File: src/rtl/smf_pkg.sv
// Package: shared types and constants of the sliding window median filter.
`timescale 1ns / 1ps

package smf_pkg;

    localparam int SAMPLE_BITS = 16;
    localparam int CFG_BITS    = 6;
    localparam logic [CFG_BITS-1:0] CFG_RESET = 6'd10;

    typedef struct packed {
        logic signed [SAMPLE_BITS-1:0] sample;
        logic                          frame_end;
    } t_in;

    typedef struct packed {
        logic signed [SAMPLE_BITS-1:0] median;
        logic                          run_last;
        logic                          frame_last;
    } t_out;

    // broadcast to every cell of the sorted chain
    typedef struct packed {
        logic                          load;  // preset whole chain to x
        logic                          ins;   // drop oldest, insert x
        logic signed [SAMPLE_BITS-1:0] x;
    } t_cell_ctl;

    typedef enum logic {
        ST_RUN,
        ST_FLUSH
    } t_state;

endpackage

File: src/rtl/smf_cell.sv
// One cell of the sorted chain: holds a sample and its age in the window.
`timescale 1ns / 1ps

module smf_cell #(
    parameter int IDX = 0,
    parameter int NW  = 6
) (
    input  logic                                  i_clk,
    input  smf_pkg::t_cell_ctl                    i_ctl,
    input  logic [NW-1:0]                         i_n,
    input  logic signed [smf_pkg::SAMPLE_BITS-1:0] i_left_v,
    input  logic [NW-1:0]                         i_left_age,
    input  logic                                  i_left_le,
    input  logic signed [smf_pkg::SAMPLE_BITS-1:0] i_right_v,
    input  logic [NW-1:0]                         i_right_age,
    input  logic                                  i_right_le,
    input  logic                                  i_del_left,
    output logic signed [smf_pkg::SAMPLE_BITS-1:0] o_v,
    output logic [NW-1:0]                         o_age,
    output logic                                  o_le,
    output logic                                  o_del_seen
);

    logic signed [smf_pkg::SAMPLE_BITS-1:0] r_v, n_v;
    logic [NW-1:0] r_age, n_age;
    logic w_le, w_in_win, w_last, w_del, w_l, w_r;

    assign w_le     = $signed(r_v) <= $signed(i_ctl.x);
    assign w_in_win = NW'(IDX) < i_n;
    assign w_last   = NW'(IDX) == (i_n - NW'(1));
    assign w_del    = w_in_win && (r_age == (i_n - NW'(1)));
    // left neighbour not above x, right neighbour above x (chain ends count as such)
    assign w_l      = (IDX == 0) || i_left_le;
    assign w_r      = w_last || !i_right_le;

    assign o_v        = r_v;
    assign o_age      = r_age;
    assign o_le       = w_le;
    assign o_del_seen = i_del_left | w_del;

    always_comb begin
        n_v   = r_v;
        n_age = r_age;
        if (i_ctl.load) begin
            n_v   = i_ctl.x;
            n_age = NW'(IDX);
        end else if (i_ctl.ins && w_in_win) begin
            if (i_del_left) begin
                // gap is to the left: pull from the right or take x
                if (!w_r) begin
                    n_v   = i_right_v;
                    n_age = i_right_age + NW'(1);
                end else if (w_le) begin
                    n_v   = i_ctl.x;
                    n_age = '0;
                end else begin
                    n_age = r_age + NW'(1);
                end
            end else if (w_del) begin
                if (!w_r) begin
                    n_v   = i_right_v;
                    n_age = i_right_age + NW'(1);
                end else if (w_l) begin
                    n_v   = i_ctl.x;
                    n_age = '0;
                end else begin
                    n_v   = i_left_v;
                    n_age = i_left_age + NW'(1);
                end
            end else begin
                // gap is to the right: push right past x
                if (w_le) begin
                    n_age = r_age + NW'(1);
                end else if (w_l) begin
                    n_v   = i_ctl.x;
                    n_age = '0;
                end else begin
                    n_v   = i_left_v;
                    n_age = i_left_age + NW'(1);
                end
            end
        end
    end

    always_ff @(posedge i_clk) begin
        r_v   <= n_v;
        r_age <= n_age;
    end

endmodule

File: src/rtl/sliding_window_median_filter.sv
// Top level: running median over a framed sample stream using a sorted cell chain.
//
//   channel | direction | handshake                | payload
//   --------+-----------+--------------------------+----------------------------
//   in      | input     | i_in_valid / o_in_ready  | i_in  (sample, frame_end)
//   out     | output    | o_out_valid / i_out_ready| o_out (median, run_last,
//           |           |                          |        frame_last)
//   cfg     | input     | i_cfg_we                 | i_cfg_data (window size)
//
// A sample is taken every cycle while results drain; each sample moves the
// sorted chain by one insert/delete step, and its median is then registered in
// the output register. A stalled output holds the chain while a result waits in it.
// A frame_end sample is followed by a flush of N-M steps through the same chain,
// one per cycle, though a step with a result waits for a free output; a frame
// shorter than N-M spends its first steps padding the chain without a result.
// o_in_ready stays low for the whole flush. Synchronous active-low reset clears
// control state and the output valid; the window size register resets to 10.
`timescale 1ns / 1ps

module sliding_window_median_filter #(
    parameter int MAX_WINDOW = 32
) (
    input  logic                                 i_clk,
    input  logic                                 i_rst_n,
    input  logic                                 i_in_valid,
    output logic                                 o_in_ready,
    input  smf_pkg::t_in                         i_in,
    output logic                                 o_out_valid,
    input  logic                                 i_out_ready,
    output smf_pkg::t_out                        o_out,
    input  logic                                 i_cfg_we,
    input  logic [smf_pkg::CFG_BITS-1:0]         i_cfg_data
);

    localparam int NW = $clog2(MAX_WINDOW + 1);
    localparam int IW = (MAX_WINDOW > 1) ? $clog2(MAX_WINDOW) : 1;
    localparam int SB = smf_pkg::SAMPLE_BITS;

    // control state
    smf_pkg::t_state r_state, n_state;
    logic [smf_pkg::CFG_BITS-1:0] r_cfg;
    logic [NW-1:0] r_win, n_win;       // window size latched for this frame
    logic [NW-1:0] r_fcnt, n_fcnt;     // samples in frame, saturating
    logic [NW-1:0] r_silent, n_silent; // flush steps that give no result
    logic [NW-1:0] r_cnt, n_cnt;       // flush results still to give
    logic          r_emit, n_emit;     // a result waits in the chain
    logic          r_ovalid, n_ovalid;
    logic signed [SB-1:0] r_newest, n_newest;
    smf_pkg::t_out r_out, n_out;

    // chain wiring
    smf_pkg::t_cell_ctl w_ctl;
    logic signed [SB-1:0] w_v [MAX_WINDOW];
    logic [NW-1:0]        w_age [MAX_WINDOW];
    logic                 w_le [MAX_WINDOW];
    logic                 w_dseen [MAX_WINDOW];

    logic [smf_pkg::CFG_BITS:0] w_cfg_ext;
    logic [NW-1:0] w_eff, w_n_cur, w_lagp, w_f_next, w_cnt0, w_mid;
    logic          w_out_free, w_in_ready, w_acc;
    logic signed [SB-1:0] w_median;

    // effective window: zero means one, clamp to the chain length
    assign w_cfg_ext = {1'b0, r_cfg};
    always_comb begin
        if (r_cfg == '0) begin
            w_eff = NW'(1);
        end else if (w_cfg_ext > (smf_pkg::CFG_BITS+1)'(MAX_WINDOW)) begin
            w_eff = NW'(MAX_WINDOW);
        end else begin
            w_eff = NW'(w_cfg_ext);
        end
    end

    assign w_n_cur  = (r_fcnt == '0) ? w_eff : r_win;
    assign w_lagp   = w_n_cur - (w_n_cur >> 1);
    assign w_f_next = (r_fcnt == NW'(MAX_WINDOW)) ? r_fcnt : r_fcnt + NW'(1);
    assign w_cnt0   = (w_f_next < w_lagp) ? w_f_next : w_lagp;

    assign w_mid    = r_win >> 1;
    assign w_median = w_v[w_mid[IW-1:0]];

    assign w_out_free = !r_ovalid || i_out_ready;
    assign w_in_ready = (r_state == smf_pkg::ST_RUN) && (!r_emit || w_out_free);
    assign w_acc      = i_in_valid && w_in_ready;

    // Chain control: preset on the first sample of a frame, otherwise insert the
    // new sample, or during flush a copy of the newest one (end padding).
    always_comb begin
        w_ctl.load = w_acc && (r_fcnt == '0);
        w_ctl.ins  = (w_acc && (r_fcnt != '0))
                  || ((r_state == smf_pkg::ST_FLUSH)
                      && ((r_silent != '0) || (w_out_free && (r_cnt != NW'(1)))));
        w_ctl.x    = w_acc ? i_in.sample : r_newest;
    end

    genvar k;
    generate
        for (k = 0; k < MAX_WINDOW; k++) begin : g_cell
            logic signed [SB-1:0] w_lv, w_rv;
            logic [NW-1:0]        w_la, w_ra;
            logic                 w_lle, w_rle, w_dl;
            if (k == 0) begin : g_first
                assign w_lv  = '0;
                assign w_la  = '0;
                assign w_lle = 1'b1;
                assign w_dl  = 1'b0;
            end else begin : g_mid_l
                assign w_lv  = w_v[k-1];
                assign w_la  = w_age[k-1];
                assign w_lle = w_le[k-1];
                assign w_dl  = w_dseen[k-1];
            end
            if (k == MAX_WINDOW - 1) begin : g_last
                assign w_rv  = '0;
                assign w_ra  = '0;
                assign w_rle = 1'b0;
            end else begin : g_mid_r
                assign w_rv  = w_v[k+1];
                assign w_ra  = w_age[k+1];
                assign w_rle = w_le[k+1];
            end
            smf_cell #(
                .IDX(k),
                .NW (NW)
            ) u_cell (
                .i_clk      (i_clk),
                .i_ctl      (w_ctl),
                .i_n        (r_win),
                .i_left_v   (w_lv),
                .i_left_age (w_la),
                .i_left_le  (w_lle),
                .i_right_v  (w_rv),
                .i_right_age(w_ra),
                .i_right_le (w_rle),
                .i_del_left (w_dl),
                .o_v        (w_v[k]),
                .o_age      (w_age[k]),
                .o_le       (w_le[k]),
                .o_del_seen (w_dseen[k])
            );
        end
    endgenerate

    // sequencer
    always_comb begin
        n_state  = r_state;
        n_win    = r_win;
        n_fcnt   = r_fcnt;
        n_silent = r_silent;
        n_cnt    = r_cnt;
        n_emit   = r_emit;
        n_newest = r_newest;
        n_out    = r_out;
        n_ovalid = i_out_ready ? 1'b0 : r_ovalid;

        unique case (r_state)
            smf_pkg::ST_RUN: begin
                // drain the result of the previous sample
                if (r_emit && w_out_free) begin
                    n_out.median     = w_median;
                    n_out.run_last   = 1'b1;
                    n_out.frame_last = 1'b0;
                    n_ovalid         = 1'b1;
                    n_emit           = 1'b0;
                end
                if (w_acc) begin
                    n_newest = i_in.sample;
                    n_fcnt   = w_f_next;
                    n_win    = w_n_cur;
                    if (i_in.frame_end) begin
                        n_state  = smf_pkg::ST_FLUSH;
                        n_cnt    = w_cnt0;
                        n_silent = w_lagp - w_cnt0;
                        n_emit   = 1'b0;
                    end else begin
                        n_emit = (w_f_next >= w_lagp);
                    end
                end
            end
            smf_pkg::ST_FLUSH: begin
                if (r_silent != '0) begin
                    n_silent = r_silent - NW'(1);
                end else if (w_out_free) begin
                    n_out.median     = w_median;
                    n_out.run_last   = (r_cnt == NW'(1));
                    n_out.frame_last = (r_cnt == NW'(1));
                    n_ovalid         = 1'b1;
                    if (r_cnt == NW'(1)) begin
                        // frame done: next sample presets the chain
                        n_state = smf_pkg::ST_RUN;
                        n_fcnt  = '0;
                    end else begin
                        n_cnt = r_cnt - NW'(1);
                    end
                end
            end
            default: n_state = smf_pkg::ST_RUN;
        endcase
    end

    always_ff @(posedge i_clk) begin
        if (!i_rst_n) begin
            r_state  <= smf_pkg::ST_RUN;
            r_cfg    <= smf_pkg::CFG_RESET;
            r_win    <= NW'(1);
            r_fcnt   <= '0;
            r_silent <= '0;
            r_cnt    <= '0;
            r_emit   <= 1'b0;
            r_ovalid <= 1'b0;
        end else begin
            r_state  <= n_state;
            if (i_cfg_we) begin
                r_cfg <= i_cfg_data;
            end
            r_win    <= n_win;
            r_fcnt   <= n_fcnt;
            r_silent <= n_silent;
            r_cnt    <= n_cnt;
            r_emit   <= n_emit;
            r_ovalid <= n_ovalid;
        end
    end

    // payload: no reset needed
    always_ff @(posedge i_clk) begin
        r_newest <= n_newest;
        r_out    <= n_out;
    end

    assign o_in_ready  = w_in_ready;
    assign o_out_valid = r_ovalid;
    assign o_out       = r_out;

endmodule

File: config.mk
export PLATFORM = sky130hd
export DESIGN_NAME = sliding_window_median_filter
export DESIGN_NICKNAME = d
export VERILOG_FILES = /design/src/rtl/smf_pkg.sv /design/src/rtl/smf_cell.sv /design/src/rtl/sliding_window_median_filter.sv
export SDC_FILE = /design/constraint.sdc
export NUM_CORES = 2
export LEC_CHECK = 0
export BUFFER_PORTS_ARGS = -buffer_cell sky130_fd_sc_hd__buf_2
export CORE_MARGIN = 2
export CORE_UTILIZATION = 54
export DETAILED_ROUTE_END_ITERATION = 6
export GPL_ROUTABILITY_DRIVEN = 0
export PLACE_DENSITY = 0.75
export SLEW_MARGIN = 10
export SYNTH_ARGS = -nofsm -noshare
export SYNTH_HDL_FRONTEND = slang
export SYNTH_HIERARCHICAL = 1
export SYNTH_SLANG_ARGS = --single-unit
export TNS_END_PERCENT = 100
File: constraint.sdc
create_clock -name i_clk -period 44.7 [get_ports i_clk]
set_clock_uncertainty 0.05 [all_clocks]
set_input_delay 2.235 -clock i_clk [delete_from_list [all_inputs] [get_ports i_clk]]
set_output_delay 2.235 -clock i_clk [all_outputs]
set_load 0.02 [all_outputs]
* Word level (Yosys, flattened, before mapping)
Index checks and enable logic that the tools add are counted.
** Storage, ports and cells
- Register bits :: 771
- Bits of input ports :: 28
- Output and inout port bits :: 20
- Logic and storage cells :: 1017
** Cells by class
- Add/subtract/negate cells :: 38
- Order comparisons :: 68
- Equality and inequality tests :: 106
- Multiplexer cells :: 482
- Bitwise logic cells :: 32
- Reduce and logical (&&, ||, !) cells :: 215
** Operators with widths (count)
- 2-to-1 mux 16 bit :: 255
- 2-to-1 mux 6 bit :: 205
- less-or-equal comparator 16 bit :: 32
- adder 6 x 1 -> 6 bit, second input constant :: 33
- equality test 6 bit :: 32
- != test 4 x 2 -> 1 bit, second input constant :: 29
- less-than comparator 5 x 6 -> 1 bit, first input constant :: 16
- equality test 5 x 6 -> 1 bit, first input constant :: 15
- binary-select mux 16 bit (select 5 bit) :: 1
- logical AND 1 bit :: 71
- AND reduction 2 bit :: 33
- nonzero test 2 bit :: 33
- 2-to-1 mux 18 bit :: 3
- equality test 4 x 6 -> 1 bit, first input constant :: 8
- less-than comparator 4 x 6 -> 1 bit, first input constant :: 8
- case mux 18 bit (2 select lines) :: 1
- case mux 6 bit (2 select lines) :: 3
- logical OR 1 bit :: 35
- zero test 1 bit :: 33
- OR 1 bit :: 30
- equality test 3 x 6 -> 1 bit, first input constant :: 4
- less-than comparator 3 x 6 -> 1 bit, first input constant :: 4
- zero test 6 bit :: 3
- subtractor 6 x 1 -> 6 bit, second input constant :: 3
- other kinds (27) :: 51

* Depth between registers and ports, before layout
- Depth in word-level cells :: 36
- Mapped depth :: 85
- Mapped depth without buffers :: 70

* By module
The synthesis kept the hierarchy.
** Modules (own cells, without submodules)
- sliding_window_median_filter :: instances 1, cells an instance 623, area each 7719.9 µm², seq. area each 1681.6 µm²
- smf_cell at g_cell[30].u_cell :: instances 1, cells an instance 332, area each 2781.4 µm², seq. area each 600.6 µm²
- smf_cell at g_cell[8].u_cell :: instances 1, cells an instance 311, area each 2777.7 µm², seq. area each 600.6 µm²
- smf_cell at g_cell[7].u_cell :: instances 1, cells an instance 318, area each 2743.9 µm², seq. area each 600.6 µm²
- smf_cell at g_cell[19].u_cell :: instances 1, cells an instance 317, area each 2732.6 µm², seq. area each 600.6 µm²
- smf_cell at g_cell[21].u_cell :: instances 1, cells an instance 338, area each 2712.6 µm², seq. area each 600.6 µm²
- smf_cell at g_cell[20].u_cell :: instances 1, cells an instance 323, area each 2711.4 µm², seq. area each 600.6 µm²
- smf_cell at g_cell[11].u_cell :: instances 1, cells an instance 328, area each 2707.6 µm², seq. area each 600.6 µm²
- smf_cell at g_cell[13].u_cell :: instances 1, cells an instance 309, area each 2696.3 µm², seq. area each 600.6 µm²
- smf_cell at g_cell[23].u_cell :: instances 1, cells an instance 312, area each 2655.0 µm², seq. area each 600.6 µm²
- smf_cell at g_cell[26].u_cell :: instances 1, cells an instance 298, area each 2650.0 µm², seq. area each 600.6 µm²
- smf_cell at g_cell[6].u_cell :: instances 1, cells an instance 320, area each 2647.5 µm², seq. area each 600.6 µm²
- smf_cell at g_cell[1].u_cell :: instances 1, cells an instance 318, area each 2642.5 µm², seq. area each 600.6 µm²
- smf_cell at g_cell[16].u_cell :: instances 1, cells an instance 305, area each 2632.5 µm², seq. area each 600.6 µm²
- +19 rows

* Worst setup path before layout
Ideal clock, no wire load.
- Path kind :: register -> register
- Start :: reg r_win[0]
- End :: reg g_cell[31].u_cell.r_v (netlist bit g_cell[31].u_cell/o_v[0]), enable pin
- Setup time :: 392 ps
- Data arrival time :: 19067 ps
- Required time :: 44258 ps
- Setup slack :: 25190 ps
- Cell stages (with the launch flop) :: 83
- Buffers on the path :: 14
- Clock period less this slack :: 19510 ps
- Cells stage by stage :: dfxtp_1 inv_1 ha_1 xnor2_1 or2_2 a32o_1 a41o_2 clkbuf_2 or2_2 o22ai_2 inv_2 nor2_1 inv_1 clkbuf_1 inv_2 and2_1 inv_1 buf_1 (+47 left out) inv_1 a21oi_1 inv_2 a21oi_2 inv_1 or2_2 o21bai_2 buf_2 nor2_1 inv_1 inv_1 nand2_1 nor2_4 inv_2 clkbuf_1 nand2b_1 mux2i_1 o21bai_1
** Between the ends
- Longest elaborated chain between the ends :: 35
- Elaborated cells between the ends (all ways) :: 132
- Those cells by class :: add/sub (1); order compare (32); eq/ne (34); bitwise (30); reduce/logical (35)
** RTL lines
- start, declared :: RTL line sliding_window_median_filter.sv:42 : logic [NW-1:0] r_win, n_win;
- start signal, assigned :: RTL line sliding_window_median_filter.sv:217 : r_win <= n_win;
- subtractor 6 x 1 -> 6 bit :: RTL line smf_cell.sv:31 : assign w_del = w_in_win && (r_age == (i_n - NW'(1)));
- equality test 6 bit :: RTL line smf_cell.sv:31
- logical AND 1 bit * :: RTL line smf_cell.sv:31
- named net g_cell[1].w_dl :: RTL line sliding_window_median_filter.sv:102 : logic w_lle, w_rle, w_dl;
- OR 1 bit * :: RTL line smf_cell.sv:39 : assign o_del_seen = i_del_left | w_del;
- named net g_cell[2].w_dl :: RTL line sliding_window_median_filter.sv:102
- OR 1 bit * :: RTL line smf_cell.sv:39
- named net g_cell[3].w_dl :: RTL line sliding_window_median_filter.sv:102
- (+1 left out)
- named net g_cell[4].w_dl :: RTL line sliding_window_median_filter.sv:102
- (+1 left out)
- named net g_cell[5].w_dl :: RTL line sliding_window_median_filter.sv:102
- (+1 left out)
- named net g_cell[6].w_dl :: RTL line sliding_window_median_filter.sv:102
- (+1 left out)
- named net g_cell[7].w_dl :: RTL line sliding_window_median_filter.sv:102
- (+1 left out)
- named net g_cell[8].w_dl :: RTL line sliding_window_median_filter.sv:102
- (+1 left out)
- named net g_cell[9].w_dl :: RTL line sliding_window_median_filter.sv:102
- (+1 left out)
- named net g_cell[10].w_dl :: RTL line sliding_window_median_filter.sv:102
- (+1 left out)
- named net g_cell[11].w_dl :: RTL line sliding_window_median_filter.sv:102
- (+1 left out)
- named net g_cell[12].w_dl :: RTL line sliding_window_median_filter.sv:102
- (+1 left out)
- named net g_cell[13].w_dl :: RTL line sliding_window_median_filter.sv:102
- (+1 left out)
- named net g_cell[14].w_dl :: RTL line sliding_window_median_filter.sv:102
- (+1 left out)
- named net g_cell[15].w_dl :: RTL line sliding_window_median_filter.sv:102
- (+1 left out)
- named net g_cell[16].w_dl :: RTL line sliding_window_median_filter.sv:102
- (+1 left out)
- named net g_cell[17].w_dl :: RTL line sliding_window_median_filter.sv:102
- (+1 left out)
- named net g_cell[18].w_dl :: RTL line sliding_window_median_filter.sv:102
- (+1 left out)
- named net g_cell[19].w_dl :: RTL line sliding_window_median_filter.sv:102
- (+1 left out)
- named net g_cell[20].w_dl :: RTL line sliding_window_median_filter.sv:102
- (+1 left out)
- named net g_cell[21].w_dl :: RTL line sliding_window_median_filter.sv:102
- (+1 left out)
- named net g_cell[22].w_dl :: RTL line sliding_window_median_filter.sv:102
- (+1 left out)
- named net g_cell[23].w_dl :: RTL line sliding_window_median_filter.sv:102
- (+1 left out)
- named net g_cell[24].w_dl :: RTL line sliding_window_median_filter.sv:102
- (+1 left out)
- named net g_cell[25].w_dl :: RTL line sliding_window_median_filter.sv:102
- (+1 left out)
- named net g_cell[26].w_dl :: RTL line sliding_window_median_filter.sv:102
- (+1 left out)
- named net g_cell[27].w_dl :: RTL line sliding_window_median_filter.sv:102
- (+1 left out)
- named net g_cell[28].w_dl :: RTL line sliding_window_median_filter.sv:102
- OR 1 bit * :: RTL line smf_cell.sv:39
- named net g_cell[29].w_dl :: RTL line sliding_window_median_filter.sv:102
- OR 1 bit * :: RTL line smf_cell.sv:39
- named net g_cell[30].w_dl :: RTL line sliding_window_median_filter.sv:102
- OR 1 bit * :: RTL line smf_cell.sv:39
- named net g_cell[31].w_dl :: RTL line sliding_window_median_filter.sv:102
- != test 4 x 3 -> 1 bit (no source line) / != test 3 x 2 -> 1 bit (equally long branches)
- AND reduction 3 bit (no source line) *
- end signal, assigned :: RTL line smf_cell.sv:86 : r_v <= n_v;
- end, declared :: RTL line smf_cell.sv:24 : logic signed [smf_pkg::SAMPLE_BITS-1:0] r_v, n_v;
The timed path passes the listed nets; every way through them passes the cells marked *.
A chain may end at the register's enable or synchronous reset.

* Final worst setup path
- Start :: reg r_win[0]
- End :: reg g_cell[31].u_cell.r_v (netlist bit g_cell[31].u_cell/o_v[8]) (data pin)
** Between the ends
- Longest elaborated chain between the ends :: 36
- Elaborated cells between the ends (all ways) :: 131
- Those cells by class :: add/sub (1); order compare (32); eq/ne (32); mux (4); bitwise (30); reduce/logical (32)
** RTL lines
- subtractor 6 x 1 -> 6 bit :: RTL line smf_cell.sv:31
- equality test 6 bit :: RTL line smf_cell.sv:31
- logical AND 1 bit * :: RTL line smf_cell.sv:31
- named net g_cell[1].w_dl :: RTL line sliding_window_median_filter.sv:102
- OR 1 bit * :: RTL line smf_cell.sv:39
- named net g_cell[2].w_dl :: RTL line sliding_window_median_filter.sv:102
- OR 1 bit * :: RTL line smf_cell.sv:39
- named net g_cell[3].w_dl :: RTL line sliding_window_median_filter.sv:102
- (+1 left out)
- named net g_cell[4].w_dl :: RTL line sliding_window_median_filter.sv:102
- (+1 left out)
- named net g_cell[5].w_dl :: RTL line sliding_window_median_filter.sv:102
- (+1 left out)
- named net g_cell[6].w_dl :: RTL line sliding_window_median_filter.sv:102
- (+1 left out)
- named net g_cell[7].w_dl :: RTL line sliding_window_median_filter.sv:102
- (+1 left out)
- named net g_cell[8].w_dl :: RTL line sliding_window_median_filter.sv:102
- (+1 left out)
- named net g_cell[9].w_dl :: RTL line sliding_window_median_filter.sv:102
- (+1 left out)
- named net g_cell[10].w_dl :: RTL line sliding_window_median_filter.sv:102
- (+1 left out)
- named net g_cell[11].w_dl :: RTL line sliding_window_median_filter.sv:102
- (+1 left out)
- named net g_cell[12].w_dl :: RTL line sliding_window_median_filter.sv:102
- (+1 left out)
- named net g_cell[13].w_dl :: RTL line sliding_window_median_filter.sv:102
- (+1 left out)
- named net g_cell[14].w_dl :: RTL line sliding_window_median_filter.sv:102
- (+1 left out)
- named net g_cell[15].w_dl :: RTL line sliding_window_median_filter.sv:102
- (+1 left out)
- named net g_cell[16].w_dl :: RTL line sliding_window_median_filter.sv:102
- (+1 left out)
- named net g_cell[17].w_dl :: RTL line sliding_window_median_filter.sv:102
- (+1 left out)
- named net g_cell[18].w_dl :: RTL line sliding_window_median_filter.sv:102
- (+1 left out)
- named net g_cell[19].w_dl :: RTL line sliding_window_median_filter.sv:102
- (+1 left out)
- named net g_cell[20].w_dl :: RTL line sliding_window_median_filter.sv:102
- (+1 left out)
- named net g_cell[21].w_dl :: RTL line sliding_window_median_filter.sv:102
- (+1 left out)
- named net g_cell[22].w_dl :: RTL line sliding_window_median_filter.sv:102
- (+1 left out)
- named net g_cell[23].w_dl :: RTL line sliding_window_median_filter.sv:102
- (+1 left out)
- named net g_cell[24].w_dl :: RTL line sliding_window_median_filter.sv:102
- (+1 left out)
- named net g_cell[25].w_dl :: RTL line sliding_window_median_filter.sv:102
- (+1 left out)
- named net g_cell[26].w_dl :: RTL line sliding_window_median_filter.sv:102
- (+1 left out)
- named net g_cell[27].w_dl :: RTL line sliding_window_median_filter.sv:102
- (+1 left out)
- named net g_cell[28].w_dl :: RTL line sliding_window_median_filter.sv:102
- (+1 left out)
- named net g_cell[29].w_dl :: RTL line sliding_window_median_filter.sv:102
- OR 1 bit * :: RTL line smf_cell.sv:39
- named net g_cell[30].w_dl :: RTL line sliding_window_median_filter.sv:102
- OR 1 bit * :: RTL line smf_cell.sv:39
- named net g_cell[31].w_dl :: RTL line sliding_window_median_filter.sv:102
- 2-to-1 mux 16 bit * :: RTL line smf_cell.sv:48 : if (i_del_left) begin
- 2-to-1 mux 16 bit * :: RTL line smf_cell.sv:47 : end else if (i_ctl.ins && w_in_win) begin
- 2-to-1 mux 16 bit * :: RTL line smf_cell.sv:44 : if (i_ctl.load) begin
- named net g_cell[31].u_cell.n_v (one bit) :: RTL line smf_cell.sv:24
The timed path passes the listed nets; every way through them passes the cells marked *. The select of a mux whose other input is x is not followed.

==> results by group <==
Outcome
  – Status: complete, but fails checks
  – Failing checks: DRC, slew limit

STA
  – Period minus WS final: 24.02 ns
  – Worst slew pin tran: 2.02 ns
  – Achievable frequency: 41.6 MHz
  – Slew headroom: -0.355
  – RSZ-0062 raised after global routing: no
  – Final worst-path cycle share: 0.537
  – Final setup viols: 0
  – Hold Vio Cnt, Final: 0
  – Setup TNS: 0 ns
  – Max-slew violation count: 25

Routing
  – DRT antenna net count: 0
  – DR iter-0 viols: between 10000 and 15000
  – First-pass iteration count of the detailed router: 7
  – DR vias: a little over 90000
  – WL per Instance: 26.6 um
  – Drt total wl: about 330 mm
  – Via/cell ratio: 7.26
  – Residual DRC: 15

Global route
  – Pin count of the biggest net entering global routing: 150
  – First-pass GRT wire length: about 500 mm
  – Met3 usage: 0.0994
  – All-Layer GR Usage: 0.365
  – Vias in the first global route: ~85000
  – GRT overflow: 0
  – Initial antenna violation count: 30
  – Met1 Track Usage GR: 0.450
  – Met2 GRT Util: 0.559
  – Grt peak-use layer: met2

Yosys
  – Syn. warnings: 6
  – Cells after Synth: between 10000 and 15000
  – Avg Cell Area, Syn: 8.75 um^2
  – Post-Syn Area: about 91000 um^2

Setup path
  – CP endpoint kind: flop
  – CP dominant cell by count: inv_1
  – Path type of the worst setup path: flop to flop
  – Top delay family on crit path: simple AND/OR/NAND/NOR gates
  – Worst Reg-to-Reg Cells: 71
  – Critical Path Start Type: flop
  – Maximum fanout along the worst path: a little under 50
  – CP peak stage delay: between 0.8 and 0.9 ns
  – Crit path DAT: ~25 ns
  – Worst EP required: ~45 ns
  – CP max stage cell: nor2b_1
  – Worst path depth: 71
  – CP Buf/Inv Count: 32

Flow run
  – Max_cap viols: 0

Finish
  – Nets: about 11000
  – Final core occ: 0.574
  – Area of the multi-input gates: ~65000 um^2
  – Layout area overhead: 5.53%
  – Seq. cell area: 20900 um^2
  – Layout filler cell count: between 10000 and 15000
  – Fin area: approximately 96000 um^2
  – Layout cells sized above 1: 0.115
  – Non-filler cells, final: roughly 12000

Placed design
  – Placed inst area: a little over 90000 um^2
  – Final HPWL DP: approximately 230 mm
  – Cell Count Post-Placement: approximately 12000
  – Port-buffer cells: between 40 and 50

Floorplanning
  – Die area: 172000 um^2
  – # IOs: 48
  – Initial cell density of the core: 0.544
  – Core area: ~170000 um^2
  – Width of the die: approximately 410 um
  – Row Count: 150
  – Die Y: 414 um

CTS
  – Clock-pin slew on the worst setup and hold paths: 0.06 ns
  – Worst-skew pair later-pin latency: between 0.7 and 0.8 ns
  – # clock sinks: a little under 800
  – Postcts setup bufs: 0
  – H-tree levels: 3
  – CTS Hold Bufs: 0
  – Clock buffer depth: 3
  – CTS Buf Count: 100
  – Clock root buffer: clkbuf_16
  – CTS tree: done
  – Post-CTS sizing: 0

Hold path
  – Hold depth: 2
  – Worst Hold Class: flop to flop
==> metal layers <==
| layer | part of all wire | up-vias |
|---|---|---|
| li1 | - | 39200 |
| met1 | 0.36 | 42700 |
| met2 | 0.43 | 6957 |
| met3 | 0.13 | 1680 |
| met4 | 0.077 | 28 |
| met5 | 0.00056 | - |
==> worst min-delay path, stage by stage (launching register included) <==
cell and delay [ns]:
dfxtp_1 0.34, mux2i_1 0.07, nor2_1 0.07
==> placed cells by master (no fill, tap or decap), types with 45 or more instances in the layout <==
cell,instances
buf_4,150
and2_1,60
nor2b_1,110
dfxtp_1,219
a21oi_1,626
a32oi_1,71
a22oi_1,87
xor2_1,279
inv_1,738
clkbuf_16,101
o31a_1,45
nor2_1,735
o21ai_1,150
a221oi_1,103
o21ai_0,418
buf_2,47
a21o_1,78
o211ai_1,91
nand4_1,123
nand2_1,523
o22a_1,235
o21a_1,58
a2bb2oi_1,106
edfxtp_1,546
ha_1,693
nor4_1,60
xnor2_1,317
nor3_1,166
o31ai_1,68
nand3_1,409
a211oi_1,103
a22o_1,45
nand2b_1,125
mux4_2,160
and3_1,122
or3_1,60
mux2i_1,566
o22ai_1,105
a31oi_1,93
mux2_2,190
==> sequential cells by signal, summed over array words and instances (netlist names) <==
signal               flops
r_silent                 6
r_fcnt                   6
r_newest                16
r_win                    6
r_cfg                    6
r_emit                   1
o_out_valid              1
g_cell.u_cell/o_v      512
g_cell.u_cell/o_age    192
r_cnt                    6
r_state                  1
o_out                   18
==> through the flow <==
stage,worst slack (ns),hold slack [ns]
global route,19.44,0.499
global placement,23.09,0.438
finish,20.69,0.472
CTS,21.91,0.477
floorplan,25.19,0.407
detailed placement,21.88,0.455
==> area by class of cell <==
type	count	area share
multi-input cells	8307	0.672
flip-flops and latches	771	0.218
inverters	764	0.0301
well taps	2204	0.0287
clock buffers	133	0.0284
repair buffers	202	0.0152
clock inverters	54	0.00653
diodes	26	0.000678
==> worst paths after layout <==
check	start	to	slack (ns)
setup / recovery	r_win[0]	g_cell[31].u_cell/o_v[8]	20.69
hold / removal	r_cfg[0]	r_cfg[0]	0.47
setup reg to reg	r_win[0]	g_cell[31].u_cell/o_v[8]	20.69
hold reg to reg	r_cfg[0]	r_cfg[0]	0.47
Power is left out: the tool's default activity adds up to more than one toggle a clock period on the data nets, which glitch-free logic cannot reach.
